[src/hdl/assert_macros.svh]
// Assertion macros shared by the encoder modules.
`ifndef ASSERT_MACROS_SVH
`define ASSERT_MACROS_SVH

// Checks a property on every rising edge of clk while rst is low.
`define ASSERT_CLKRST(label, prop, msg) \
  label: assert property (@(posedge clk) disable iff (rst) (prop)) else $error(msg);

// Checks that a condition never holds on a rising edge of clk while rst is low.
`define ASSERT_NEVER(label, cond, msg) \
  `ASSERT_CLKRST(label, !(cond), msg)

`endif

[src/hdl/lzwbg_fifo.sv]
// Small first-word-fall-through queue built from registers.
`default_nettype none
`include "assert_macros.svh"

module lzwbg_fifo #(
  parameter int WIDTH = 8,
  parameter int DEPTH = 4
) (
  input  wire logic                           clk,
  input  wire logic                           rst,
  input  wire logic                           wr_en,
  input  wire logic [WIDTH-1:0]               wr_data,
  output logic                                full,
  input  wire logic                           rd_en,
  output logic [WIDTH-1:0]                    rd_data,
  output logic                                empty,
  output logic [$clog2(DEPTH+1)-1:0]          count
);

  localparam int AW   = $clog2(DEPTH);
  localparam int CNTW = $clog2(DEPTH + 1);

  logic [WIDTH-1:0] mem [DEPTH];
  logic [AW-1:0]    wr_ptr;
  logic [AW-1:0]    rd_ptr;
  logic             do_wr;
  logic             do_rd;

  assign full    = (count == CNTW'(DEPTH));
  assign empty   = (count == '0);
  assign do_wr   = wr_en && !full;
  assign do_rd   = rd_en && !empty;
  assign rd_data = mem[rd_ptr];

  always_ff @(posedge clk) begin
    if (rst) begin
      wr_ptr <= '0;
      rd_ptr <= '0;
      count  <= '0;
    end else begin
      if (do_wr) begin
        wr_ptr <= wr_ptr + AW'(1);
      end
      if (do_rd) begin
        rd_ptr <= rd_ptr + AW'(1);
      end
      if (do_wr && !do_rd) begin
        count <= count + CNTW'(1);
      end else if (do_rd && !do_wr) begin
        count <= count - CNTW'(1);
      end
    end
  end

  always_ff @(posedge clk) begin
    if (do_wr) begin
      mem[wr_ptr] <= wr_data;
    end
  end

  `ASSERT_NEVER(a_fifo_count_bound, count > CNTW'(DEPTH), "fifo count beyond depth")

endmodule

`default_nettype wire

[config.mk]
export PLATFORM = sky130hd
export DESIGN_NAME = lzwbg_fifo
export DESIGN_NICKNAME = d
export VERILOG_FILES = /design/src/hdl/lzwbg_fifo.sv
export VERILOG_INCLUDE_DIRS = /design/src /design/src/hdl
export SDC_FILE = /design/constraint.sdc
export NUM_CORES = 1
export LEC_CHECK = 0
export ABC_AREA = 0
export BUFFER_PORTS_ARGS = -buffer_cell sky130_fd_sc_hd__buf_4
export CAP_MARGIN = 30
export CORE_MARGIN = 2
export CORE_UTILIZATION = 49
export DETAILED_ROUTE_END_ITERATION = 16
export PLACE_DENSITY = 0.82
export SYNTH_ARGS = -nofsm -noshare
export SYNTH_HDL_FRONTEND = slang
export SYNTH_SLANG_ARGS = --single-unit
export TNS_END_PERCENT = 50
[constraint.sdc]
create_clock -name clk -period 1.9 [get_ports clk]
set_input_delay 0.095 -clock clk [delete_from_list [all_inputs] [get_ports clk]]
set_output_delay 0.095 -clock clk [all_outputs]
set_load 0.05 [all_outputs]
Word-level counts from Yosys, hierarchy flattened

Memories as Yosys holds them, arrays and structs flattened. A register that Yosys moved wholly into a read port is not among the register bits.
Cells that the tools add are included.

Bits in registers: 7
RAM bits: 32
Input bits: 12
Output and inout port bits: 13
Word-level logic and storage cells: 25
Memories: 1

Memory list:

| name | depth | width | read ports | clocked after Yosys merged registers in | write ports | RTL line         | source |
|---|---|---|---|---|---|---|---|
| mem  | 4     | 8     | 1          | 1                                       | 1           | lzwbg_fifo.sv:23 | `logic [WIDTH-1:0] mem [DEPTH];` |

Add/subtract/negate cells: 4
Equal/unequal tests: 1
Muxes and demuxes: 6
Reductions and logical operators: 10

Operators by type and width:

| kind                                                                | count |
|---|---|
| 3-bit two-way mux                                                   | 2 |
| 2-bit by 1-bit adder with 2-bit output (second input constant)      | 2 |
| 1-bit logical AND                                                   | 4 |
| 1-bit logical NOT                                                   | 4 |
| 2-bit two-way mux                                                   | 2 |
| 3-bit by 1-bit adder with 3-bit output (second input constant)      | 1 |
| 3-bit equality test (second input constant)                         | 1 |
| 3-bit logical NOT                                                   | 1 |
| 3-bit by 1-bit subtractor with 3-bit output (second input constant) | 1 |
| 1-bit two-way mux                                                   | 2 |
| 2-bit nonzero test                                                  | 1 |

Logic depth before layout (Yosys ltp)

Word-level depth: 7
Depth in mapped cells: 8
Gate-level depth less buffers: 8

Worst setup path before layout

Ideal clock, no wire load.

Path type: register to register
From: reg count[2]
To: reg count[2]
Setup time: 0.070 ns
Data arrival time: 2.654 ns
Required time: 1.830 ns
Setup slack: -0.824 ns
Stages on the path, launching flop included: 9
Buffers on the path: 0
Clock period less this slack: 2.724 ns
Cells stage by stage: dfxtp_1 > nor3b_2 > nor2_2 > ha_1 > inv_1 > fa_1 > xor2_1 > or3_1 > a21oi_1

Longest elaborated chain between the ends: 6
Elaborated cells on any way between the ends: 15
Classes of those cells: add/sub: 2; eq/ne: 1; mux: 2; reduce/logical: 10

Ends and longest elaborated chain:

| element                      | RTL line         | source |
|---|---|---|
| start: declaration           | lzwbg_fifo.sv:17 | `output logic [$clog2(DEPTH+1)-1:0] count` |
| start signal: assignment     | lzwbg_fifo.sv:48 | `count <= count + CNTW'(1);` |
| start signal: assignment     | lzwbg_fifo.sv:50 | `count <= count - CNTW'(1);` |
| 3-bit equality test *        | lzwbg_fifo.sv:29 | `assign full = (count == CNTW'(DEPTH));` |
| net full                     | lzwbg_fifo.sv:13 | `output logic full,` |
| 1-bit logical NOT *          | lzwbg_fifo.sv:31 | `assign do_wr = wr_en && !full;` |
| 1-bit logical AND *          | lzwbg_fifo.sv:31 |  |
| net do_wr                    | lzwbg_fifo.sv:26 | `logic do_wr;` |
| 1-bit logical NOT            | lzwbg_fifo.sv:49 | `end else if (do_rd && !do_wr) begin` |
| 1-bit logical AND            | lzwbg_fifo.sv:49 |  |
| 2-bit nonzero test (no line) | n/a              |  |

The timed path passes the listed nets; every way through them passes the cells marked *. The select of a mux whose other input is x is not followed.
A chain may end at the register's enable or synchronous reset.

Final worst setup path

From: reg count[2]
To: reg count[2]

Longest elaborated chain between the ends: 6
Elaborated cells on any way between the ends: 15
Classes of those cells: add/sub: 2; eq/ne: 1; mux: 2; reduce/logical: 10

Ends and longest elaborated chain:

| element |
|---|
| branches (longest 6 deep; another with 3-bit by 1-bit subtractor with 3-bit output) |

Several ways; the timed one is not identified. The select of a mux whose other input is x is not followed.

==> out/qor.csv <==
stage,metric,value,unit
place,detailedPlacementHpwl,1803,µm
timing,timing_worst_slew_pin_value,407.6,ps
drt,drt_wl_total,2621,µm
clock_network,clock-root-buffer,clkbuf_4,
synthesis,syn-mean-instance-area,18.00,µm²
clock_network,clock-sinks,41,
place,io_buffers,24,
timing,fmaxAchievable,526.7,MHz
synthesis,synth_seq_cells,41,
synthesis,seq_area_frac_synth,70.42,%
synthesis,netlist_instances,90,
layout,layout.filler_cells,233,
critical_path,critPathSlowestCell,dfxtp_4,
timing,slew_violations,0,
floorplanning,die_footprint,3783,µm²
timing,holdWs,144.1,ps
drt,detail-route-antenna-nets,0,
drt,vias_per_cell,4.874,
global_route,gr-usage-all-layers,16.26,%
global_route,first_global_vias,904,
pwr,power.leakage,0.7817,nW
status,status,"complete, no violations",
drt,first_pass_drt_iterations,4,
drt,detail_route.drc_violations,0,
critical_path,crit_path_start_kind,flop,
floorplanning,initial_utilization,52.22,%
floorplanning,chipWidth,61.51,µm
floorplanning,core_area,3103,µm²
floorplanning,die_height,61.51,µm
timing,clock_tree_skew_after_final_layout,15.01,ps
clock_network,path_clk_slew,120,ps
layout,area.growth.synth_to_final,29.27,%
place,place.gp.congestion,0.7101,
global_route,grt_pass1_wl,4119,µm
layout,diodes,0,
timing,grt_setup_unrepaired,true,
drt,dr_vias,887,
timing,finalHoldViolations,0,
timing,fin_ws,1.514,ps
synthesis,synth_fp_nets,108,
critical_path,worstPathRequired,2190,ps
floorplanning,floorplan.io_pins,25,
critical_path,timing.critical_path.slowest_cell_delay,370,ps
clock_network,cts_made_buffers,5,
synthesis,unique_masters_post_synth,22,
drt,wl_per_cell,14.40,µm
floorplanning,row_count,20,
critical_path,timing_worst_setup_path_type,flop to flop,
place,dpl-instance-area,1916,µm²
synthesis,mappedNetlistArea,1620,µm²
synthesis,synth-warning-count,0,
clock_network,tritoncts,built,
synthesis,synth.top_cell.area_share,59.31,%
synthesis,synth_largest_area_cell,edfxtp_1,
job,drv.max_cap_violation_count,0,
hold_path,hold_path.class,input port to flop,
clock_network,clk-insertion-delay-late,340,ps
clock_network,ctsHtreeMaxLevel,2,
layout,finalNetCount,155,
critical_path,cp-end-kind,flop,
global_route,grt_overflow_total,0,
layout,final_layout_size_suffix_gt1_share,42.75,%
critical_path,largest_fanout_on_the_critical_path,3,
layout,utilization,67.50,%
timing,min_period,1898,ps
drt,detail_route.iter0.violations,41,
pwr,totalPowerFinal,2.832,mW
pwr,ir_drop_worst_case_vdd,0.001211,V
layout,post-route-cell-area,2095,µm²
timing,timing.final.setup_violations,0,
global_route,number_of_antenna_violations_at_the_first_check_in_global_routing,0,
critical_path,worstPathArrival,2180,ps
critical_path,crit_chain,o31ai_4 -> ha_2 -> inv_2 -> fa_2 -> xor2_1 -> or3_1 -> a21oi_2,
synthesis,netlist_top_cells_area,"edfxtp_1, dfxtp_1, mux4_2",
timing,layout_worst_path_cycle_share,99.92,%
pwr,power.density_cell_area,1352,nW/µm²
clock_network,clock_tree.buffer_depth,2,
place,place_ws,-108.1,ps
timing,timing.max_slew.rel_slack,72.83,%
global_route,grt_start_max_net_pins,13,
-- synth_stat cells, drive strengths merged --
library cell  count
nor3              1
inv               4
xor2              4
nor3b             1
edfxtp           32
o21ai             2
dfxtp             9
buf               2
mux2i             2
clkbuf            1
a21oi             2
fa                1
mux4              8
o31ai             1
nand2b            2
ha                5
o311ai            1
nor2              6
and2              4
or3               2
-- worst paths after layout --
| check | from | to | slack, ps | depth (start not counted) |
|---|---|---|---|---|
| hold reg to reg | wr_ptr[1] | wr_ptr[1] | 520 | 2 |
| hold / removal | wr_en | wr_ptr[0] | 140 | 4 |
| setup / recovery | count[2] | count[2] | 2 | 7 |
| setup reg to reg | count[2] | count[2] | 2 | 7 |
-- timing repair --
action	CTS	global route
hold buffers	9	0
setup endpoints to repair	1	1
cloned	0	0
hold endpoints to repair	40	0
pin swaps	3	2
gates resized for setup	2	1
buffers inserted	2	1
-- sequential cells by signal (all words and copies together), names as in the netlist, named ones only --
register	flops
wr_ptr	2
mem	32
count	3
rd_ptr	2
-- where the power goes --
part	switching, mW	internal [mW]	total [mW]	leakage (nW)
Sequential	0.0805	1.10	1.18	0.369
Clock	0.264	0.141	0.405	0.0320
Combinational	0.735	0.508	1.24	0.381
Total	1.08	1.75	2.83	0.782
-- placed cells by master (no fill, tap or decap) --
cell type / instances
nand2b_1: 2
xor2_1: 4
dfxtp_1: 6
o21ai_0: 2
o311ai_1: 1
clkbuf_4: 5
inv_2: 1
inv_1: 3
ha_2: 1
and2_1: 4
nor3b_4: 1
nor2_2: 1
edfxtp_1: 32
nor2_1: 5
fa_2: 1
mux2i_1: 2
dlygate4sd3_1: 9
ha_1: 4
buf_4: 34
clkbuf_1: 1
dfxtp_4: 3
nor3_1: 1
or3_1: 2
mux4_2: 8
clkinv_2: 2
a21oi_2: 1
o31ai_4: 1
a21oi_1: 1
-- cell families (layout without fill, tap and decap cells) --
family / count (synthesis) / after routing / synth area share (%)
and+or+nand+nor: 16 / 16 / 5.714
adders and majority gates: 6 / 6 / 5.097
AOI/OAI and AO/OA: 6 / 6 / 2.548
xor gates and xnor gates: 4 / 4 / 2.162
muxes: 10 / 10 / 12.36
buffers and inverters: 7 / 55 / 1.698
DFF: 41 / 41 / 70.42
-- critical path: cells and delay by family (launching register included) --
family          cells  cell delay [ps]
simple gates        1              320
fa+ha+maj           2              570
xor+xnor            1              150
buf+inv             1               40
compound gates      2              380
flops               1              370
-- metrics by stage --
stage	std cells	setup TNS, ps
floorplan	90	-516.6
global placement	162	0
detailed placement	162	-108.1
CTS	181	-12.10
global route	182	-109.7
finish	182	0
-- per-layer routing --
layer	up-vias	global-route usage, %	routed length, µm
met5	-	0	0
met4	0	7.295	47
met3	5	5.882	138
met2	22	28.42	1390
met1	424	17.58	1044
li1	436	-	-
-- final cells by class --
cell class	instances	area (µm²)	share of cell area (%)
multi-input combinational	42	475.5	22.70
sequential	41	1152	55.02
tap	44	55.05	2.628
clock inverter	2	10.01	0.4779
clock buffer	6	41.29	1.971
inverter	4	15.01	0.7168
timing repair buffer	43	345.3	16.49
Note: power is estimated with default switching activity, not from simulation.
