## config.mk

```make
export PLATFORM = sky130hd
export DESIGN_NAME = lzwbg_front
export DESIGN_NICKNAME = d
export VERILOG_FILES = /design/src/hdl/lzwbg_pkg.sv /design/src/hdl/lzwbg_fifo.sv /design/src/hdl/lzwbg_front.sv
export VERILOG_INCLUDE_DIRS = /design/src /design/src/hdl
export SDC_FILE = /design/constraint.sdc
export NUM_CORES = 1
export LEC_CHECK = 0
export BUFFER_PORTS_ARGS = -buffer_cell sky130_fd_sc_hd__buf_2
export CAP_MARGIN = 25
export CELL_PAD_IN_SITES_DETAIL_PLACEMENT = 0
export CELL_PAD_IN_SITES_GLOBAL_PLACEMENT = 1
export CORE_ASPECT_RATIO = 0.75
export CORE_MARGIN = 8
export CORE_UTILIZATION = 44
export DETAILED_ROUTE_END_ITERATION = 16
export PLACE_DENSITY = 0.87
export SETUP_SLACK_MARGIN = 0.15
export SYNTH_ARGS = -nofsm -noshare
export SYNTH_HDL_FRONTEND = slang
export SYNTH_SLANG_ARGS = --single-unit
```

## constraint.sdc

```tcl
create_clock -name clk -period 2.85 [get_ports clk]
set_input_delay 0.1425 -clock clk [delete_from_list [all_inputs] [get_ports clk]]
set_output_delay 0.1425 -clock clk [all_outputs]
set_load 0.05 [all_outputs]
```

## src/hdl/assert_macros.svh

```systemverilog
// Assertion macros shared by the encoder modules.
`ifndef ASSERT_MACROS_SVH
`define ASSERT_MACROS_SVH

// Checks a property on every rising edge of clk while rst is low.
`define ASSERT_CLKRST(label, prop, msg) \
  label: assert property (@(posedge clk) disable iff (rst) (prop)) else $error(msg);

// Checks that a condition never holds on a rising edge of clk while rst is low.
`define ASSERT_NEVER(label, cond, msg) \
  `ASSERT_CLKRST(label, !(cond), msg)

`endif

```

## src/hdl/lzwbg_pkg.sv

```systemverilog
// Types and constants shared by the bi-level LZW encoder modules.
`default_nettype none

package lzwbg_pkg;

  // Code field of a queued code; holds the widest code the parameter range allows.
  localparam int CODE_FIELD_W = 12;
  localparam int SIZE_W       = 4;
  localparam int WIDTH_W      = 4;

  localparam logic [SIZE_W-1:0] SIZE_RESET = 4'd2;
  localparam logic [SIZE_W-1:0] SIZE_MIN   = 4'd2;
  localparam int                SIZE_LIMIT = 8;

  // Queue between the front and the dictionary unit.
  localparam int IN_DEPTH  = 2;
  // Code queue between the dictionary unit and the packer.
  localparam int CQ_DEPTH  = 8;
  localparam int CQ_CNT_W  = 4;
  // Most codes one pixel can produce: prefix, clear, prefix again and end.
  localparam int CQ_ROOM   = 4;
  // Byte queue on the result side.
  localparam int OUT_DEPTH = 4;

  typedef struct packed {
    logic              pixel;
    logic              last;
    logic              first;
    logic [SIZE_W-1:0] size;
  } item_t;

  typedef struct packed {
    logic [CODE_FIELD_W-1:0] code;
    logic [WIDTH_W-1:0]      width;
    logic                    last;
  } code_ent_t;

  typedef struct packed {
    logic [7:0] data;
    logic       last;
  } byte_ent_t;

endpackage

`default_nettype wire

```

## src/hdl/lzwbg_fifo.sv

```systemverilog
// Small first-word-fall-through queue built from registers.
`default_nettype none
`include "assert_macros.svh"

module lzwbg_fifo #(
  parameter int WIDTH = 8,
  parameter int DEPTH = 4
) (
  input  wire logic                           clk,
  input  wire logic                           rst,
  input  wire logic                           wr_en,
  input  wire logic [WIDTH-1:0]               wr_data,
  output logic                                full,
  input  wire logic                           rd_en,
  output logic [WIDTH-1:0]                    rd_data,
  output logic                                empty,
  output logic [$clog2(DEPTH+1)-1:0]          count
);

  localparam int AW   = $clog2(DEPTH);
  localparam int CNTW = $clog2(DEPTH + 1);

  logic [WIDTH-1:0] mem [DEPTH];
  logic [AW-1:0]    wr_ptr;
  logic [AW-1:0]    rd_ptr;
  logic             do_wr;
  logic             do_rd;

  assign full    = (count == CNTW'(DEPTH));
  assign empty   = (count == '0);
  assign do_wr   = wr_en && !full;
  assign do_rd   = rd_en && !empty;
  assign rd_data = mem[rd_ptr];

  always_ff @(posedge clk) begin
    if (rst) begin
      wr_ptr <= '0;
      rd_ptr <= '0;
      count  <= '0;
    end else begin
      if (do_wr) begin
        wr_ptr <= wr_ptr + AW'(1);
      end
      if (do_rd) begin
        rd_ptr <= rd_ptr + AW'(1);
      end
      if (do_wr && !do_rd) begin
        count <= count + CNTW'(1);
      end else if (do_rd && !do_wr) begin
        count <= count - CNTW'(1);
      end
    end
  end

  always_ff @(posedge clk) begin
    if (do_wr) begin
      mem[wr_ptr] <= wr_data;
    end
  end

  `ASSERT_NEVER(a_fifo_count_bound, count > CNTW'(DEPTH), "fifo count beyond depth")

endmodule

`default_nettype wire

```

## src/hdl/lzwbg_front.sv

```systemverilog
// Input side: accepts pixels, marks the first pixel of each image and attaches its code size.
`default_nettype none

module lzwbg_front #(
  parameter int MAX_CODE_BITS = 12
) (
  input  wire logic                           clk,
  input  wire logic                           rst,
  input  wire logic                           push,
  output logic                                full,
  input  wire logic                           pixel_bit,
  input  wire logic                           last_pixel,
  input  wire logic                           cfg_valid,
  output logic                                cfg_ready,
  input  wire logic [lzwbg_pkg::SIZE_W-1:0]   code_size,
  output lzwbg_pkg::item_t                    item,
  output logic                                item_empty,
  input  wire logic                           item_pop
);

  localparam int SIZE_TOP = (lzwbg_pkg::SIZE_LIMIT < MAX_CODE_BITS - 1) ?
                            lzwbg_pkg::SIZE_LIMIT : MAX_CODE_BITS - 1;

  logic [lzwbg_pkg::SIZE_W-1:0] size_reg;
  logic [lzwbg_pkg::SIZE_W-1:0] size_eff;
  logic                         first_pend;
  logic                         accept;
  lzwbg_pkg::item_t             new_item;

  assign cfg_ready = 1'b1;
  assign accept    = push && !full;

  always_comb begin
    size_eff = size_reg;
    if (size_reg < lzwbg_pkg::SIZE_MIN) begin
      size_eff = lzwbg_pkg::SIZE_MIN;
    end else if (size_reg > lzwbg_pkg::SIZE_W'(SIZE_TOP)) begin
      size_eff = lzwbg_pkg::SIZE_W'(SIZE_TOP);
    end
    new_item.pixel = pixel_bit;
    new_item.last  = last_pixel;
    new_item.first = first_pend;
    new_item.size  = size_eff;
  end

  always_ff @(posedge clk) begin
    if (rst) begin
      size_reg   <= lzwbg_pkg::SIZE_RESET;
      first_pend <= 1'b1;
    end else begin
      if (cfg_valid) begin
        size_reg <= code_size;
      end
      if (accept) begin
        first_pend <= last_pixel;
      end
    end
  end

  lzwbg_fifo #(
    .WIDTH ($bits(lzwbg_pkg::item_t)),
    .DEPTH (lzwbg_pkg::IN_DEPTH)
  ) u_in_q (
    .clk     (clk),
    .rst     (rst),
    .wr_en   (push),
    .wr_data (new_item),
    .full    (full),
    .rd_en   (item_pop),
    .rd_data (item),
    .empty   (item_empty),
    .count   ()
  );

endmodule

`default_nettype wire

```

### Word level (Yosys, flattened, before mapping)

Memory sizes are Yosys's and may differ from the RTL's. A register that Yosys moved wholly into a read port is not among the register bits.
Index checks and enable logic that the tools add are counted.

| storage, ports and cells | value |
|---|---|
| register bits after elaboration | 9 |
| bits in latches | 0 |
| bits in writable memories | 14 |
| bits in read-only memories | 0 |
| bits of input ports | 11 |
| output and inout port bits | 10 |
| logic and storage cells | 31 |
| memories | 1 |

Memories:

| memory | words | bits a word | rd ports | clocked after memory_dff | write ports | line | source |
|---|---|---|---|---|---|---|---|
| u_in_q.mem | 2 | 7 | 1 | 1 | 1 | lzwbg_fifo.sv:23 | `logic [WIDTH-1:0] mem [DEPTH];` |

| cells by class | value |
|---|---|
| add/subtract/negate cells | 4 |
| $mul | 0 |
| div/mod/pow operators | 0 |
| order comparisons | 2 |
| equal/unequal tests | 1 |
| shift operators | 0 |
| muxes and demuxes | 8 |
| bitwise gates (word level) | 0 |
| reduce and logical (&&, ||, !) cells | 10 |

Operator list:

| cell | number |
|---|---|
| two-way mux 4 bit | 2 |
| > comparator 4 bit (second input constant) | 1 |
| logical AND 1 bit | 4 |
| zero test 1 bit | 4 |
| < comparator 4 x 2 -> 1 bit (second input constant) | 1 |
| two-way mux 1 bit | 4 |
| two-way mux 2 bit | 2 |
| adder 1 bit (second input constant) | 2 |
| adder 2 x 1 -> 2 bit (second input constant) | 1 |
| == test 2 bit (second input constant) | 1 |
| zero test 2 bit | 1 |
| nonzero test 2 bit | 1 |
| subtractor 2 x 1 -> 2 bit (second input constant) | 1 |

### Depth between registers and ports, before layout

Gate-level depths: netlist (run 1).

| depth | value |
|---|---|
| word-level depth | 7 |
| depth in mapped cells | 7 |
| gate-level depth less buffers | 7 |

### Hierarchy

A second synthesis (run 1) with hierarchy kept.

| second synthesis, totals | value |
|---|---|
| cell total of the unflattened synthesis | 74 |
| area total of the unflattened synthesis | 954.7 sq um |

By module, submodules not included:

| module | instances | cells each | area each (sq um) | sequential area each (sq um) |
|---|---|---|---|---|
| lzwbg_fifo | 1 | 47 | 721.9 | 520.5 |
| lzwbg_front | 1 | 27 | 232.7 | 100.1 |

### Least setup slack after synthesis (run 1)

Ideal clock, no wire load.

| timing | value |
|---|---|
| path type | register to register |
| start point | register u_in_q.count[0] |
| end point | register u_in_q.count[1] |
| setup time | 0.071 ns |
| arrival | 1.440 ns |
| required time | 2.779 ns |
| path slack | 1.339 ns |
| stages on the path, launching flop included | 7 |
| clock period less this slack | 1.511 ns |
| path through | dfxtp_1 nand2b_2 nand2_1 inv_1 ha_1 or3_1 a21oi_1 |

| between the ends | value |
|---|---|
| word-level cells in the longest chain between the ends | 6 |

RTL lines:

| item | line | source |
|---|---|---|
| from (decl) | lzwbg_fifo.sv:17 | `output logic [$clog2(DEPTH+1)-1:0] count` |
| from (signal assigned) | lzwbg_fifo.sv:48 | `count <= count + CNTW'(1);` |
| from (signal assigned) | lzwbg_fifo.sv:50 | `count <= count - CNTW'(1);` |
| == test 2 bit * | lzwbg_fifo.sv:29 | `assign full = (count == CNTW'(DEPTH));` |
| zero test 1 bit * | - |  |
| logical AND 1 bit * | - |  |
| named net accept | lzwbg_front.sv:27 | `logic accept;` |
| zero test 1 bit | lzwbg_fifo.sv:49 | `end else if (do_rd && !do_wr) begin` |
| logical AND 1 bit | lzwbg_fifo.sv:49 |  |
| nonzero test 2 bit (no source line) | - |  |

Mark *: on every way through the listed nets, which the timed path passes. The rest lies on a longest branch. The select of a mux whose other input is x is not followed.
A chain may end at the register's enable or synchronous reset.

### Worst setup path in the final report (run 1)

Same ends and word-level chain as after synthesis.

==> results of run 1 <==
==> cell usage in the layout, fill, tap and decap left out <==
| cell type | count |
|---|---|
| nand2b_2 | 1 |
| nand2_1 | 2 |
| nor2_1 | 8 |
| mux2i_1 | 3 |
| mux2_2 | 7 |
| conb_1 | 1 |
| o211ai_1 | 1 |
| nor3b_1 | 1 |
| or3_1 | 2 |
| inv_2 | 1 |
| buf_2 | 19 |
| o21ai_0 | 3 |
| clkbuf_4 | 3 |
| clkinv_1 | 1 |
| dlygate4sd3_1 | 1 |
| nor2b_1 | 1 |
| a211o_1 | 1 |
| inv_1 | 5 |
| dfxtp_1 | 10 |
| and3_2 | 2 |
| edfxtp_1 | 14 |
| xor2_1 | 3 |
| ha_1 | 1 |
| a21oi_1 | 3 |
==> worst max-delay path by stage <==
stage                    startpoint         endpoint  cells past startpoint
global placement    u_in_q.count[0]  u_in_q.count[1]                      6
global route        u_in_q.count[0]  u_in_q.count[1]                      6
finish              u_in_q.count[0]  u_in_q.count[1]                      6
CTS                 u_in_q.count[0]  u_in_q.count[1]                      6
floorplan           u_in_q.count[0]  u_in_q.count[1]                      6
detailed placement  u_in_q.count[0]  u_in_q.count[1]                      6
==> stage by stage <==
stage	power, mW	utilization	hold slack [ns]	cells	area [sq um]
2_1_floorplan	0.7864	-	0.2414	75	950.9
3_3_place_gp	0.8566	0.5185	0.3372	113	1054
3_5_place_dp	0.8675	0.5185	0.3365	113	1054
4_1_cts	1.013	0.5314	0.003379	117	1080
5_1_grt	1.066	0.5363	0.01707	118	1090
6_report	1.005	0.5363	0.03219	118	1090
==> power by group <==
group / switching, mW / leakage (nW) / internal [mW] / total (mW)
Combinational: 0.266 / 0.240 / 0.120 / 0.387
Clock: 0.0957 / 0.0154 / 0.0512 / 0.147
Sequential: 0.0421 / 0.212 / 0.429 / 0.471
==> metal layers <==
| layer | vias up | GRT usage | wire, microns |
|---|---|---|---|
| li1 | 292 | - | - |
| met1 | 259 | 0.09969 | 785 |
| met2 | 17 | 0.1273 | 671 |
| met3 | 2 | 0.05088 | 101 |
| met4 | 0 | 0.02571 | 8 |
| met5 | - | 0 | 0 |
==> worst reg2reg max path: cells and delay by family (launching register included) <==
| kind | cells | cell delay (ns) |
|---|---|---|
| AO/OA/AOI/OAI | 1 | 0.14 |
| adder cells (fa/ha/maj) | 1 | 0.33 |
| buffers and inverters | 1 | 0.05 |
| flip-flops | 1 | 0.37 |
| AND/OR/NAND/NOR | 3 | 0.70 |
==> kinds of logic after synthesis <==
kind of cell               synth area share
muxes                                0.1145
AOI/OAI and AO/OA                   0.04868
adders and majority gates           0.01316
buffers and inverters               0.04737
and+or+nand+nor                     0.09211
xor gates and xnor gates            0.02764
other                              0.003944
DFF                                  0.6526
==> layout make-up <==
class | count | area (sq um)
sequential | 24 | 620.6
timing repair buffer | 20 | 105.1
tap | 24 | 30.03
inverter | 6 | 22.52
multi-input combinational | 40 | 285.3
fill | 186 | 942.2
clock buffer | 3 | 22.52
clock inverter | 1 | 3.754
==> results.cfg, run 1 <==
[layout]
num_antenna_cells = 0
nets = 107
largest_reg_flops = 14
layout-drive-gt1-share = 0.3511
syn2layout_area_growth_pct = 14.61

[timing]
period_needed_ns = 1.633
finalHoldViolCount = 0
rsz0062_at_grt = no
finalSetupViolCount = 0
fin_crit_sh = 0.5730
timing.final.ws_setup_ns = 1.217
worst_clock_skew_ns = 0.008007
fmax_mhz = 612.4
finalMaxSlewViolations = 0
fin_tns_setup_ns = 0

[yosys]
syn_avg_cell_area_sq_um = 12.68
seq_area_frac_synth = 0.6526
ys.flop_type = edfxtp_1
postSynth.asyncResetShare = 0
synth_top_cells_by_count = edfxtp_1, dfxtp_1, nor2_1
syn-cell-area_sq_um = 950.9
synth_cell_type_count = 22
syn_nets = 87
synth_top_area_frac = 0.4421
synthTopCellsByArea = edfxtp_1, dfxtp_1, mux2_2
synth_seq_cells = 24
yosys.cell_count.top_type = edfxtp_1
netlist_instances = 75
synth_edf_count = 14
yosysWarnings = 0
synth_top_area_cell = edfxtp_1

[worst_setup_path]
cp_num_buf_inv = 1
critPathRequiredTime_ns = 3.10
slowest_stage = or3_1
reg2reg_depth = 6
endpoint_kind = register
regToRegEndpoint = u_in_q.count[1]
crit_family = simple AND/OR/NAND/NOR gates
crit_arrival_ns = 1.88
crit_path_start_kind = register
crit_path_max_incr_delay_ns = 0.38
worstPathCellList = nand2b_2 -> nand2_1 -> inv_1 -> ha_1 -> or3_1 -> a21oi_1
crit_type = reg2reg
crit_fanout = 5
reg2reg_from = u_in_q.count[0]
rrSetupSlack_ns = 1.22

[cts]
cts_setup_buffers = 0
clock-sinks = 24
cts_tree = done
ctsResizeCount = 0
path_clk_slew_ns = 0.12
root_buffer = clkbuf_4
clockBufferDepth = 2
cts-buffers-inserted = 3
clock_latency_ns = 0.31
holdBufCountCts = 0
cts_max_level = 1

[placement]
dp_hpwl_microns = 1121
numPortBuffers = 19
place_ws_ns = 1.251
place_congestion = 0.7278

[status]
status = finished clean

[die]
die-area_sq_um = 3920
io_pins = 21
core_area_sq_um = 2032
initial_utilization = 0.4680
core.rowCount = 14
die_w_microns = 69.68
die_h_microns = 56.26

[routing]
vias = 570
drtIter0Drc = 12
ant_nets = 0
wirelength_microns = 1566
drcViolationCount = 0
drt-wirelength-per-cell_microns = 13.27
first_pass_iters = 4
vias_per_cell = 4.831

[flow_run]
max-cap-violations = 0

[power]
power.density_nw_per_um2 = 922.3
ir_worst_vdd_mv = 0.5929
cellLeakagePower_nw = 0.4676

[worst_hold_path]
hold_class = in2reg
hold_path_depth = 1
holdPathEnd = u_in_q.mem[0][5]
worstHoldStart = last_pixel

[grt]
grt_usage = 0.08502
antenna_found_initial = 0
grt_pass1_vias = 584
overflow = 0
grt_max_degree = 14
grt_pass1_wl_microns = 2711
Note: power is estimated with default switching activity, not from simulation.
==> inputs of run 2 (changes only) <==
Settings changed: CORE_UTILIZATION 44 to 40, PLACE_DENSITY 0.87 to 0.81.
Clock period 2.85 ns to 1.7 ns, I/O delays scaled along.
==> run 2 against run 1 <==
First-iteration DRC count unchanged. Critical path depth fell by 2. Global-route usage is 0.27 points lower. Clock skew fell by 0.0027 ns. Critical endpoint unchanged. Largest power group unchanged. Register-to-register slack got worse by 1.0 ns. Wire length grew 3.3%.
==> results.cfg, run 2 (synthesis results as in run 1) <==
[status]
status = finished clean

[die]
die_w_microns = 72.30
initial_utilization = 0.4187
die_h_microns = 58.23
io_pins = 21
core.rowCount = 15
core_area_sq_um = 2271
die-area_sq_um = 4210

[worst_setup_path]
endpoint_kind = register
critPathRequiredTime_ns = 1.94
crit_family = compound AO/OA/AOI/OAI gates
cp_num_buf_inv = 0
reg2reg_from = u_in_q.count[1]
worstPathCellList = o21ai_1 -> ha_4 -> or3_1 -> a21oi_1
slowest_stage = dfxtp_1
crit_path_start_kind = register
crit_arrival_ns = 1.75
crit_fanout = 5
crit_path_max_incr_delay_ns = 0.38
crit_type = reg2reg
crit_path_start = u_in_q.count[1]

[timing]
finalHoldViolCount = 0
fin_tns_setup_ns = 0
fmax_mhz = 665.8
rsz0062_at_grt = yes
timing.final.ws_setup_ns = 0.1980
finalMaxSlewViolations = 0
finalSetupViolCount = 0
period_needed_ns = 1.502
worst_clock_skew_ns = 0.005349
fin_crit_sh = 0.8835

[grt]
overflow = 0
grt_usage = 0.08228
grt_max_degree = 15
antenna_found_initial = 0
grt_pass1_wl_microns = 2649
grt_pass1_vias = 621

[placement]
numPortBuffers = 19
place_ws_ns = 0.09824
placed_area_sq_um = 1066
dp_hpwl_microns = 1173
place_congestion = 0.6491
dp_cells = 123

[cts]
clock-sinks = 24
clockBufferDepth = 2
clock_latency_ns = 0.31
root_buffer = clkbuf_4
cts-buffers-inserted = 3
cts_tree = done
path_clk_slew_ns = 0.12
cts_max_level = 1

[layout]
fin_cells = 132
postLayoutCellArea_sq_um = 1191
nets = 111
mostFrequentLayoutCells = buf_2, edfxtp_1, nor2_1, dfxtp_1, mux2_2
final_common_cell = buf_2
syn2layout_area_growth_pct = 25.26
layout-drive-gt1-share = 0.3980
num_antenna_cells = 0
largest_reg_flops = 14

[routing]
drcViolationCount = 0
vias_per_cell = 4.523
vias = 597
wirelength_microns = 1617
drtIter0Drc = 12
ant_nets = 0
first_pass_iters = 4
drt-wirelength-per-cell_microns = 12.25

[worst_hold_path]
worstHoldStart = code_size[3]
hold_class = in2reg

[power]
power.density_nw_per_um2 = 1592
totalPowerFinal_mw = 1.897
cellLeakagePower_nw = 0.5025
ir_worst_vdd_mv = 0.9173

[flow_run]
max-cap-violations = 0
run 2: worst paths after layout:
check	endpoint	slack, ns	cells past startpoint
min reg2reg	u_in_q.wr_ptr	0.51	2
max reg2reg	u_in_q.count[1]	0.20	4
min	size_reg[3]	0.02	3
max	u_in_q.count[1]	0.20	4
run 2: tightest hold or removal path: stages:
cell and delay (ns):
buf_2 0.07, mux2i_1 0.06, nor2_1 0.07
run 2: repair_timing:
action                                 4_1_cts  5_1_grt
endpoints found under the hold margin        5        1
setup endpoints to repair                    2       15
gates resized for setup                      4        3
setup buffers                                1        0
pin swaps                                    0        0
hold buffers                                 3        1
gates cloned                                 0        0
run 2: per-stage QoR:
| stage | hold WS, ns | utilization |
|---|---|---|
| floorplan | 0.1839 | - |
| global placement | 0.2798 | 0.4694 |
| detailed placement | 0.2807 | 0.4694 |
| CTS | 0.001597 | 0.5163 |
| global route | 0.02282 | 0.5245 |
| finish | 0.01631 | 0.5245 |
run 2: where the power goes:
part           internal, mW  leakage, nW  switching, mW  total [mW]
Sequential            0.728        0.213         0.0715       0.800
Clock                 0.238       0.0279          0.158       0.396
Combinational         0.242        0.261          0.459       0.701
run 2: area by class of cell:
cell class                      instances  area, sq um
Inverter                                6        22.52
Sequential cell                        24        625.6
Timing Repair Buffer                   24        142.6
Clock inverter                          1        30.03
Fill cell                             206         1080
Clock buffer                            3        22.52
Tap cell                               34        42.54
Multi-Input combinational cell         40        305.3
run 2: per-layer routing:
| layer | vias up | global-route usage | routed length, microns |
|---|---|---|---|
| met3 | 2 | 0.05508 | 143 |
| li1 | 301 | - | - |
| met2 | 16 | 0.1361 | 779 |
| met4 | 0 | 0.01739 | 4 |
| met1 | 278 | 0.08461 | 689 |
| met5 | - | 0 | 0 |
