[src/hdl/assert_macros.svh]
// Assertion macros shared by the encoder modules.
`ifndef ASSERT_MACROS_SVH
`define ASSERT_MACROS_SVH

// Checks a property on every rising edge of clk while rst is low.
`define ASSERT_CLKRST(label, prop, msg) \
  label: assert property (@(posedge clk) disable iff (rst) (prop)) else $error(msg);

// Checks that a condition never holds on a rising edge of clk while rst is low.
`define ASSERT_NEVER(label, cond, msg) \
  `ASSERT_CLKRST(label, !(cond), msg)

`endif

[src/hdl/lzwbg_pkg.sv]
// Types and constants shared by the bi-level LZW encoder modules.
`default_nettype none

package lzwbg_pkg;

  // Code field of a queued code; holds the widest code the parameter range allows.
  localparam int CODE_FIELD_W = 12;
  localparam int SIZE_W       = 4;
  localparam int WIDTH_W      = 4;

  localparam logic [SIZE_W-1:0] SIZE_RESET = 4'd2;
  localparam logic [SIZE_W-1:0] SIZE_MIN   = 4'd2;
  localparam int                SIZE_LIMIT = 8;

  // Queue between the front and the dictionary unit.
  localparam int IN_DEPTH  = 2;
  // Code queue between the dictionary unit and the packer.
  localparam int CQ_DEPTH  = 8;
  localparam int CQ_CNT_W  = 4;
  // Most codes one pixel can produce: prefix, clear, prefix again and end.
  localparam int CQ_ROOM   = 4;
  // Byte queue on the result side.
  localparam int OUT_DEPTH = 4;

  typedef struct packed {
    logic              pixel;
    logic              last;
    logic              first;
    logic [SIZE_W-1:0] size;
  } item_t;

  typedef struct packed {
    logic [CODE_FIELD_W-1:0] code;
    logic [WIDTH_W-1:0]      width;
    logic                    last;
  } code_ent_t;

  typedef struct packed {
    logic [7:0] data;
    logic       last;
  } byte_ent_t;

endpackage

`default_nettype wire

[src/hdl/lzwbg_pack.sv]
// Packer: turns variable-width codes into bytes, earliest bit first, and flushes at image end.
`default_nettype none
`include "assert_macros.svh"

module lzwbg_pack (
  input  wire logic                   clk,
  input  wire logic                   rst,
  input  wire lzwbg_pkg::code_ent_t   code_in,
  input  wire logic                   code_empty,
  output logic                        code_pop,
  output logic                        ob_push,
  output lzwbg_pkg::byte_ent_t        ob_data,
  input  wire logic                   ob_full
);

  localparam int ACC_W = lzwbg_pkg::CODE_FIELD_W + 7;
  localparam int BW    = $clog2(ACC_W + 1);

  logic             busy;
  logic             fin;
  logic [ACC_W-1:0] acc;
  logic [BW-1:0]    bits;
  logic [ACC_W-1:0] code_masked;
  logic             has_byte;
  logic             flush;

  assign code_masked = ACC_W'(code_in.code) &
                       ((ACC_W'(1) << code_in.width) - ACC_W'(1));
  assign code_pop    = !busy && !code_empty;
  assign has_byte    = bits >= BW'(8);
  assign flush       = fin && !has_byte && (bits != '0);

  always_comb begin
    ob_push      = 1'b0;
    ob_data.data = acc[7:0];
    ob_data.last = 1'b0;
    if (busy && !ob_full) begin
      if (has_byte) begin
        ob_push      = 1'b1;
        ob_data.last = fin && (bits == BW'(8));
      end else if (flush) begin
        ob_push      = 1'b1;
        ob_data.last = 1'b1;
      end
    end
  end

  always_ff @(posedge clk) begin
    if (rst) begin
      busy <= 1'b0;
      fin  <= 1'b0;
      acc  <= '0;
      bits <= '0;
    end else if (!busy) begin
      if (!code_empty) begin
        acc  <= ACC_W'(acc[6:0]) | (code_masked << bits);
        bits <= bits + BW'(code_in.width);
        fin  <= code_in.last;
        busy <= 1'b1;
      end
    end else if (has_byte) begin
      if (!ob_full) begin
        acc  <= acc >> 8;
        bits <= bits - BW'(8);
      end
    end else if (flush) begin
      if (!ob_full) begin
        acc  <= '0;
        bits <= '0;
        busy <= 1'b0;
      end
    end else begin
      // Fewer than eight bits left: keep them for the next code, or drop state at image end.
      busy <= 1'b0;
      if (fin) begin
        acc  <= '0;
        bits <= '0;
      end
    end
  end

  `ASSERT_CLKRST(a_idle_partial, !busy |-> (bits < BW'(8)),
                 "packer idle with a whole byte still held")

endmodule

`default_nettype wire

[config.mk]
export PLATFORM = sky130hd
export DESIGN_NAME = lzwbg_pack
export DESIGN_NICKNAME = d
export VERILOG_FILES = /design/src/hdl/lzwbg_pkg.sv /design/src/hdl/lzwbg_pack.sv
export VERILOG_INCLUDE_DIRS = /design/src /design/src/hdl
export SDC_FILE = /design/constraint.sdc
export NUM_CORES = 1
export LEC_CHECK = 0
export ABC_AREA = 0
export BUFFER_PORTS_ARGS = -buffer_cell sky130_fd_sc_hd__buf_2
export CORE_MARGIN = 2
export CORE_UTILIZATION = 45
export CTS_BUF_LIST = sky130_fd_sc_hd__clkbuf_16
export DETAILED_ROUTE_END_ITERATION = 8
export MAX_ROUTING_LAYER = met4
export PLACE_DENSITY = 0.65
export SYNTH_ARGS = -nofsm -noshare
export SYNTH_HDL_FRONTEND = slang
export SYNTH_SLANG_ARGS = --single-unit
[constraint.sdc]
create_clock -name clk -period 4.95 [get_ports clk]
set_input_delay 0.2475 -clock clk [delete_from_list [all_inputs] [get_ports clk]]
set_output_delay 0.2475 -clock clk [all_outputs]
set_load 0.01 [all_outputs]
[Word-level counts from Yosys, hierarchy flattened]
Cells that the tools add are included.
Storage, ports and cells
  input bits: 21
  register bits: 26
  output and inout port bits: 11
  word-level logic and storage cells: 55
Operators by class
  shift operators: 2
  bitwise logic cells: 4
  $lt $le $gt $ge: 1
  multiplexer cells: 24
  reduce and logical (&&, ||, !) cells: 12
  add/sub/neg operators: 3
  equal/unequal tests: 5
Operator list (number)
  $mux W19: 7
  $mux W5: 7
  $and A12 B19 Y19: 1
  $or A7 B19 Y19: 1
  $shl A1 B4 Y19 const A: 1
  $shl A19 B5 Y19: 1
  $sub A19 B1 Y19 const B: 1
  $mux W1: 10
  $ne A3 B3 Y1 const B: 2
  $add A5 B4 Y5: 1
  $eq A5 B4 Y1 const B: 1
  $ge A5 B4 Y1 const B: 1
  $logic_and A1 B1 Y1: 5
  $reduce_bool A5 Y1: 1
  $sub A5 B4 Y5 const B: 1
  $logic_not A1 Y1: 4
  $ne A4 B1 Y1 const B: 1
  $reduce_and A4 Y1: 1
  $ne A2 B1 Y1 const B: 1
  $not A1 Y1: 2
  $reduce_and A2 Y1: 1

[Depth between registers and ports, before layout]
Gate-level depths: netlist of the first run.
  depth in word-level cells: 7
  gate-level depth with buffers: 13
  depth with buffers taken out: 9

[Least setup slack after synthesis of the first run]
OpenSTA, ideal clock, no wires.
  path kind: in2reg
  start point: in code_in[3] (netlist bit)
  end point: reg acc[8]
  path slack: 2.233 ns
  stages: 11
  arrival: 2.597 ns
  buffers on the path: 3
  setup time: 0.120 ns
  data required time: 4.830 ns
  cells stage by stage: buf_4 -> clkbuf_1 -> nor3_1 -> nand2b_1 -> ha_1 -> clkbuf_1 -> and3_1 -> o21a_1 -> a31o_2 -> mux4_2 -> a211o_1
Between the ends
  cells in the longest elaborated chain, start to end: 7
RTL lines
  start: declaration: line lzwbg_pack.sv:8  | input wire lzwbg_pkg::code_ent_t code_in,
  $shl A1 B4 Y19: line lzwbg_pack.sv:28  | ((ACC_W'(1) << code_in.width) - ACC_W'(1));
  $sub A19 B1 Y19: line lzwbg_pack.sv:28
  $and A12 B19 Y19: line lzwbg_pack.sv:27  | assign code_masked = ACC_W'(code_in.code) &
  $shl A19 B5 Y19: line lzwbg_pack.sv:56  | acc <= ACC_W'(acc[6:0]) | (code_masked << bits);
  $or A7 B19 Y19: line lzwbg_pack.sv:56
  $mux W19: line lzwbg_pack.sv:55  | if (!code_empty) begin
  $mux W19: line lzwbg_pack.sv:54  | end else if (!busy) begin
  end signal: assignment: line lzwbg_pack.sv:56
  end signal: assignment: line lzwbg_pack.sv:63  | acc <= acc >> 8;
  end: declaration: line lzwbg_pack.sv:21  | logic [ACC_W-1:0] acc;
Every way passes these cells. The select of a mux whose other input is x is not followed.
A chain may end at the register's enable or synchronous reset.

[Worst setup path in the final report of the first run]
  start point: reg bits[4]
  end point: reg acc[17]
Between the ends
  cells in the longest elaborated chain, start to end: 7
  elaborated cells between the ends (all ways): 15
  classes of those cells: 1 x order compare; 3 x eq/ne; 1 x shift; 4 x mux; 1 x bitwise; 5 x reduce/logical
RTL lines
  start: declaration: line lzwbg_pack.sv:22  | logic [BW-1:0] bits;
  start signal: assignment: line lzwbg_pack.sv:57  | bits <= bits + BW'(code_in.width);
  start signal: assignment: line lzwbg_pack.sv:64  | bits <= bits - BW'(8);
  $ge A5 B4 Y1: line lzwbg_pack.sv:30  | assign has_byte = bits >= BW'(8);
  $logic_not A1 Y1: line lzwbg_pack.sv:31  | assign flush = fin && !has_byte && (bits != '0);
  $logic_and A1 B1 Y1 (2 in a row): line lzwbg_pack.sv:31
  $mux W19: line lzwbg_pack.sv:66  | end else if (flush) begin
  $mux W19: line lzwbg_pack.sv:61  | end else if (has_byte) begin
  $mux W19: line lzwbg_pack.sv:54
Parallel ways exist; a longest one is shown, timed or not. The select of a mux whose other input is x is not followed.

==> flow_metrics.py, run 1 <==
metrics = {
    "outcome": {
        "status": "completed",
    },
    "synthesis": {
        "yosys-top-cells-count": "nand2_1, a21oi_1, nor2_1",
        "ys_ff_latch": 26,
        "syn_inst": 377,
        "synthXorXnorAreaFrac": 0.00983,
        "netlist_top_cells_area": "dfxtp_1, a21oi_1, nand2_1",
        "synth_edf_count": 0,
        "muxShareOfSynthArea": 0.0234,
        "synth_most_common_cell": "nand2_1",
        "synthDistinctLibCells": 69,
        "synth_compound_area_frac": 0.352,
        "yosys_warnings": 0,
        "synth_top_flop_cell": "dfxtp_1",
        "synth-seq-area-share": 0.195,
        "syn-cell-area_um2": 2670,
        "async_flop_share": 0,
        "synth_top_area_frac": 0.195,
        "synthAdderAreaFrac": 0.0356,
        "yosysTopAreaCell": "dfxtp_1",
        "synth_nets": 405,
        "synth_top_family_by_area": "compound AO/OA/AOI/OAI gates",
        "yosys.area_share.simple": 0.297,
        "syn_area_per_cell_um2": 7.09,
    },
    "pwr": {
        "pwr-share-clk": 0.270,
        "swShare": 0.402,
        "seqPwrFrac": 0.284,
        "pwr-share-comb": 0.445,
        "power.total_mw": 0.896,
        "switching_power_mw": 0.360,
        "vdd_drop_max_mv": 0.124,
        "leakage_nw": 1.09,
        "pwr_density_cell_nw_per_um2": 312,
        "p_int_mw": 0.535,
    },
    "setup_path": {
        "cp.arrival_ns": 3.23,
        "rr_worst_depth": 8,
        "crit_required_ns": 5.13,
        "end_kind": "flop",
        "worst_path_max_delay_cell": "nor2_1",
        "rrSetupSlack_ns": 1.91,
        "path_class": "flop to flop",
        "critical_path.startpoint": "bits[4]$_SDFFE_PP0P_",
        "r2r_end": "acc[17]$_SDFFE_PP0P_",
        "endpoint": "acc[17]$_SDFFE_PP0P_",
        "worstPathMaxFanout": 15,
        "crit_chain": "inv_1 -> ha_1 -> and3b_1 -> o211ai_1 -> nand2_1 -> nor2_1 -> a2111oi_0 -> a211oi_1",
        "start_kind": "flop",
        "critPathMaxStageDelay_ns": 0.66,
        "r2r_start": "bits[4]$_SDFFE_PP0P_",
    },
    "cells_and_area": {
        "final_util": 0.494,
        "final-seq-area_um2": 520,
        "area_growth_pct": 7.44,
        "fill_cells": 574,
        "diodes": 0,
        "multi_input_area_um2": 1920,
        "fin_cells": 454,
        "final_area_um2": 2870,
        "drive_gt1_frac": 0.148,
        "finalNetCount": 408,
    },
    "placement": {
        "place.gp.congestion": 0.995,
        "place_area_um2": 2770,
        "dp_hpwl_mm": 6.07,
        "numPortBuffers": 31,
        "place_ws_ns": 1.90,
        "place_inst": 450,
    },
    "die": {
        "fp-row-count": 28,
        "coreArea_um2": 5820,
        "io_pins": 32,
        "die_area_um2": 6570,
        "fp.dieH_um": 81.1,
        "fp.dieW_um": 81.1,
        "start_util": 0.460,
    },
    "clock_tree": {
        "clk_pin_slew_ns": 0.07,
        "cts-resized-gates": 0,
        "htree_levels": 1,
        "cts_buffers": 3,
        "holdBufCountCts": 0,
        "clock_sinks": 26,
        "cts_root_buf": "clkbuf_16",
        "cts_setup_buffers": 0,
        "cts_tree": "done",
        "clockBufferDepth": 2,
        "clk_latency_ns": 0.26,
    },
    "sta": {
        "whs_ns": 0.201,
        "hold_violations": 0,
        "slew_violations": 0,
        "min_period_over_period": 0.614,
        "worstMarginPinSlew_ns": 0.951,
        "fmax_ghz": 0.329,
        "setup_viol": 0,
        "setup_ws_ns": 1.91,
        "slew_headroom": 0.361,
        "fin_skew_ns": 0.00553,
        "fin_setup_tns_ns": 0,
        "period_needed_ns": 3.04,
        "rsz0062_at_grt": "false",
    },
    "worst_hold_path": {
        "hp-class": "input port to flop",
    },
    "route": {
        "drtAntennaViolNets": 0,
        "drc": 0,
        "dr_wl_met2_mm": 3.72,
        "drtIter0Drc": 297,
        "vias": 2953,
        "wl_mm": 8.35,
        "vias_per_cell": 6.50,
        "first_pass_iters": 5,
        "wl_met3_um": 646,
        "routed.top_layer": "met4",
        "wire_per_inst_um": 18.4,
        "drt-met1-wl_mm": 3.84,
    },
    "grt": {
        "grt_pass1_wl_mm": 13.3,
        "grt_pass1_vias": 2487,
        "grt_overflow_total": 0,
        "grt_max_degree": 37,
        "antenna_found_initial": 0,
        "grt_util_all_layers": 0.268,
    },
    "run": {
        "cap_violations": 0,
    },
}
cell usage in the layout (no fill, tap or decap), types with 4 or more instances in the layout:
cell type / Yosys / routed
nand2_1: 41 / 41
a22oi_1: 7 / 7
a221oi_1: 4 / 4
buf_4: 9 / 5
buf_2: 7 / 31
nor2b_1: 7 / 7
o21ai_0: 18 / 18
o21ai_1: 4 / 4
mux2i_1: 4 / 4
dfxtp_1: 26 / 26
a31oi_1: 6 / 6
ha_1: 6 / 6
nor3_1: 17 / 17
nor4_1: 5 / 5
and3_1: 6 / 6
nand4_1: 5 / 5
nand3_1: 16 / 16
and2_1: 4 / 4
a21oi_1: 33 / 33
a211oi_1: 12 / 12
inv_1: 8 / 8
nand2b_1: 4 / 4
nor2_1: 29 / 29
o211ai_1: 7 / 7
a311oi_1: 5 / 5
nand3b_1: 5 / 5
registers in the layout (all words and copies together) (netlist names):
register,cells
bits,5
busy,1
fin,1
acc,19
power groups by stage:
stage | combinational [mW] | clock (mW) | sequential, mW
6_report | 0.399 | 0.242 | 0.255
5_1_grt | 0.436 | 0.254 | 0.257
4_1_cts | 0.391 | 0.242 | 0.254
3_5_place_dp | 0.389 | 0 | 0.259
3_3_place_gp | 0.390 | 0 | 0.258
2_1_floorplan | 0.301 | 0 | 0.254
layout make-up:
class                           instances  share of cell area
Clock inverter                          1              0.0105
Inverter                               11              0.0144
Sequential cell                        26               0.181
Multi-Input combinational cell        302               0.668
Timing Repair Buffer                   36              0.0671
Tap cell                               75              0.0327
Clock buffer                            3              0.0261
kinds of logic (layout without fill, tap and decap cells):
logic type,after synthesis,in the layout
compound gates,134,134
xor+xnor,3,3
fa+ha+maj,7,7
buf+inv,49,51
flops,26,26
mux,5,5
simple gates,153,153
routing by layer:
| metal | vias to the layer above | track usage |
|---|---|---|
| met2 | 142 | 0.402 |
| met4 | 0 | 0.0797 |
| met3 | 16 | 0.0322 |
| met5 | - | - |
| li1 | 1428 | - |
| met1 | 1367 | 0.376 |
critical path: cells and delay by family (launching register included):
family / cells / cell delay (ns)
fa+ha+maj: 1 / 0.26
buf+inv: 1 / 0.13
flops: 1 / 0.65
compound gates: 3 / 0.71
simple gates: 3 / 1.21
how the worst min path moves through the flow:
stage                              start                  end  slack, ns  cells after the start
CTS                           code_empty      busy$_SDFF_PP0_       0.20                      2
global placement    acc[10]$_SDFFE_PP0P_  acc[2]$_SDFFE_PP0P_       0.45                      2
finish                        code_empty      busy$_SDFF_PP0_       0.20                      2
global route                  code_empty      busy$_SDFF_PP0_       0.21                      2
floorplan                     code_empty      busy$_SDFF_PP0_       0.35                      1
detailed placement  acc[10]$_SDFFE_PP0P_  acc[2]$_SDFFE_PP0P_       0.46                      2
Note: power is estimated with default switching activity, not from simulation.
==> inputs of run 2 (changes only) <==
==> constraint.sdc (replaced) <==
create_clock -name clk -period 3.2 [get_ports clk]
set_input_delay 0.16 -clock clk [delete_from_list [all_inputs] [get_ports clk]]
set_output_delay 0.16 -clock clk [all_outputs]
set_load 0.01 [all_outputs]
==> flow_metrics.py, run 2 (synthesized netlist as in run 1, its figures left out) <==
metrics = {
    "die": {
        "start_util": 0.460,
        "die_area_um2": 6570,
        "fp.dieW_um": 81.1,
        "io_pins": 32,
        "fp.dieH_um": 81.1,
        "fp-row-count": 28,
        "coreArea_um2": 5820,
    },
    "grt": {
        "grt_util_all_layers": 0.279,
        "grt_max_degree": 30,
        "grt_pass1_wl_mm": 14.0,
        "grt_overflow_total": 0,
        "antenna_found_initial": 0,
        "grt_pass1_vias": 2736,
    },
    "route": {
        "wire_per_inst_um": 18.8,
        "drc": 0,
        "wl_mm": 8.68,
        "vias_per_cell": 6.76,
        "first_pass_iters": 6,
        "drtIter0Drc": 319,
        "drtAntennaViolNets": 0,
        "vias": 3118,
    },
    "pwr": {
        "vdd_drop_max_mv": 0.233,
        "leakage_nw": 1.12,
        "pwr_density_cell_nw_per_um2": 483,
        "power.total_mw": 1.41,
    },
    "clock_tree": {
        "cts_root_buf": "clkbuf_16",
        "clk_latency_ns": 0.27,
        "htree_levels": 1,
        "cts_buffers": 3,
        "cts_tree": "done",
        "cts-resized-gates": 0,
        "cts_setup_buffers": 0,
        "clock_sinks": 26,
        "holdBufCountCts": 0,
        "clk_pin_slew_ns": 0.07,
        "clockBufferDepth": 2,
    },
    "cells_and_area": {
        "final_area_um2": 2920,
        "largest_reg_flops": 19,
        "multi_input_area_um2": 1920,
        "fill_cells": 609,
        "area_growth_pct": 9.41,
        "top_regs": "acc: 19 flops, bits: 5 flops",
        "final-seq-area_um2": 520,
        "final_cell_mix": "nand2_1, a21oi_1, buf_2",
        "final_common_cell": "nand2_1",
        "diodes": 0,
        "fin_cells": 461,
        "top_register": "acc",
        "finalNetCount": 415,
        "final_util": 0.503,
        "drive_gt1_frac": 0.163,
    },
    "setup_path": {
        "crit_required_ns": 3.38,
        "critPathMaxStageDelay_ns": 0.50,
        "path_class": "input port to flop",
        "r2r_end": "acc[4]$_SDFFE_PP0P_",
        "rrSetupSlack_ns": 0.76,
        "crit_chain": "buf_2 -> nor3_1 -> nand2b_1 -> ha_1 -> or4_1 -> a21oi_1 -> a31oi_2 -> o21ai_1 -> o211ai_1 -> a211oi_1",
        "rr_worst_depth": 7,
        "r2r_start": "bits[4]$_SDFFE_PP0P_",
        "end_kind": "flop",
        "start_kind": "input port",
        "critical_path.startpoint": "code_in[2]",
        "cp.arrival_ns": 2.77,
        "worst_path_max_delay_cell": "or4_1",
        "worstPathMaxFanout": 19,
    },
    "sta": {
        "min_period_over_period": 0.809,
        "fmax_ghz": 0.386,
        "rsz0062_at_grt": "false",
        "slew_headroom": 0.349,
        "setup_viol": 0,
        "period_needed_ns": 2.59,
        "slew_violations": 0,
        "fin_skew_ns": 0.00448,
        "whs_ns": 0.111,
        "fin_setup_tns_ns": 0,
        "setup_ws_ns": 0.611,
        "worstMarginPinSlew_ns": 0.969,
        "hold_violations": 0,
    },
    "placement": {
        "dp_hpwl_mm": 6.28,
        "numPortBuffers": 31,
        "place_area_um2": 2820,
        "place_ws_ns": 0.392,
        "place_inst": 457,
        "place.gp.congestion": 0.985,
    },
    "outcome": {
        "status": "completed",
    },
    "run": {
        "cap_violations": 0,
    },
    "worst_hold_path": {
        "hold_start": "code_empty",
        "min_to": "busy$_SDFF_PP0_",
        "whs_path_depth": 2,
        "hp-class": "input port to flop",
    },
}
run 2: changes by cell type in the layout (fill, tap and decap cells not counted), sizes merged:
cell | before | now
buf | 36 | 43
run 2: how the worst max path moves through the flow:
stage                     endpoint  depth (start not counted)
3_5_place_dp   acc[6]$_SDFFE_PP0P_                         10
4_1_cts        acc[6]$_SDFFE_PP0P_                         10
5_1_grt        acc[6]$_SDFFE_PP0P_                         10
2_1_floorplan  acc[8]$_SDFFE_PP0P_                         11
3_3_place_gp   acc[6]$_SDFFE_PP0P_                         10
6_report       acc[6]$_SDFFE_PP0P_                         10
run 2: layout make-up:
type / instances / share of cell area
Clock buffer: 3 / 0.0257
Sequential cell: 26 / 0.178
Multi-Input combinational cell: 302 / 0.656
Inverter: 11 / 0.0141
Clock inverter: 1 / 0.0103
Tap cell: 75 / 0.0321
Timing Repair Buffer: 43 / 0.0839
run 2: critical path, delay by kind of cell:
family	cells	cell delay (ns)
adder cells (fa/ha/maj)	1	0.40
AO/OA/AOI/OAI	5	1.15
buffers and inverters	1	0.10
AND/OR/NAND/NOR	3	0.95
run 2: metal layers:
layer	vias to the layer above	wire, µm	GRT usage
met5	-	0	-
met4	0	214	0.0932
met3	19	777	0.0378
met2	179	3910	0.435
met1	1479	3770	0.373
li1	1441	-	-
run 2: power breakdown:
group | internal (mW) | total [mW] | switching (mW)
Sequential | 0.362 | 0.404 | 0.0421
Combinational | 0.232 | 0.634 | 0.402
Clock | 0.249 | 0.375 | 0.125
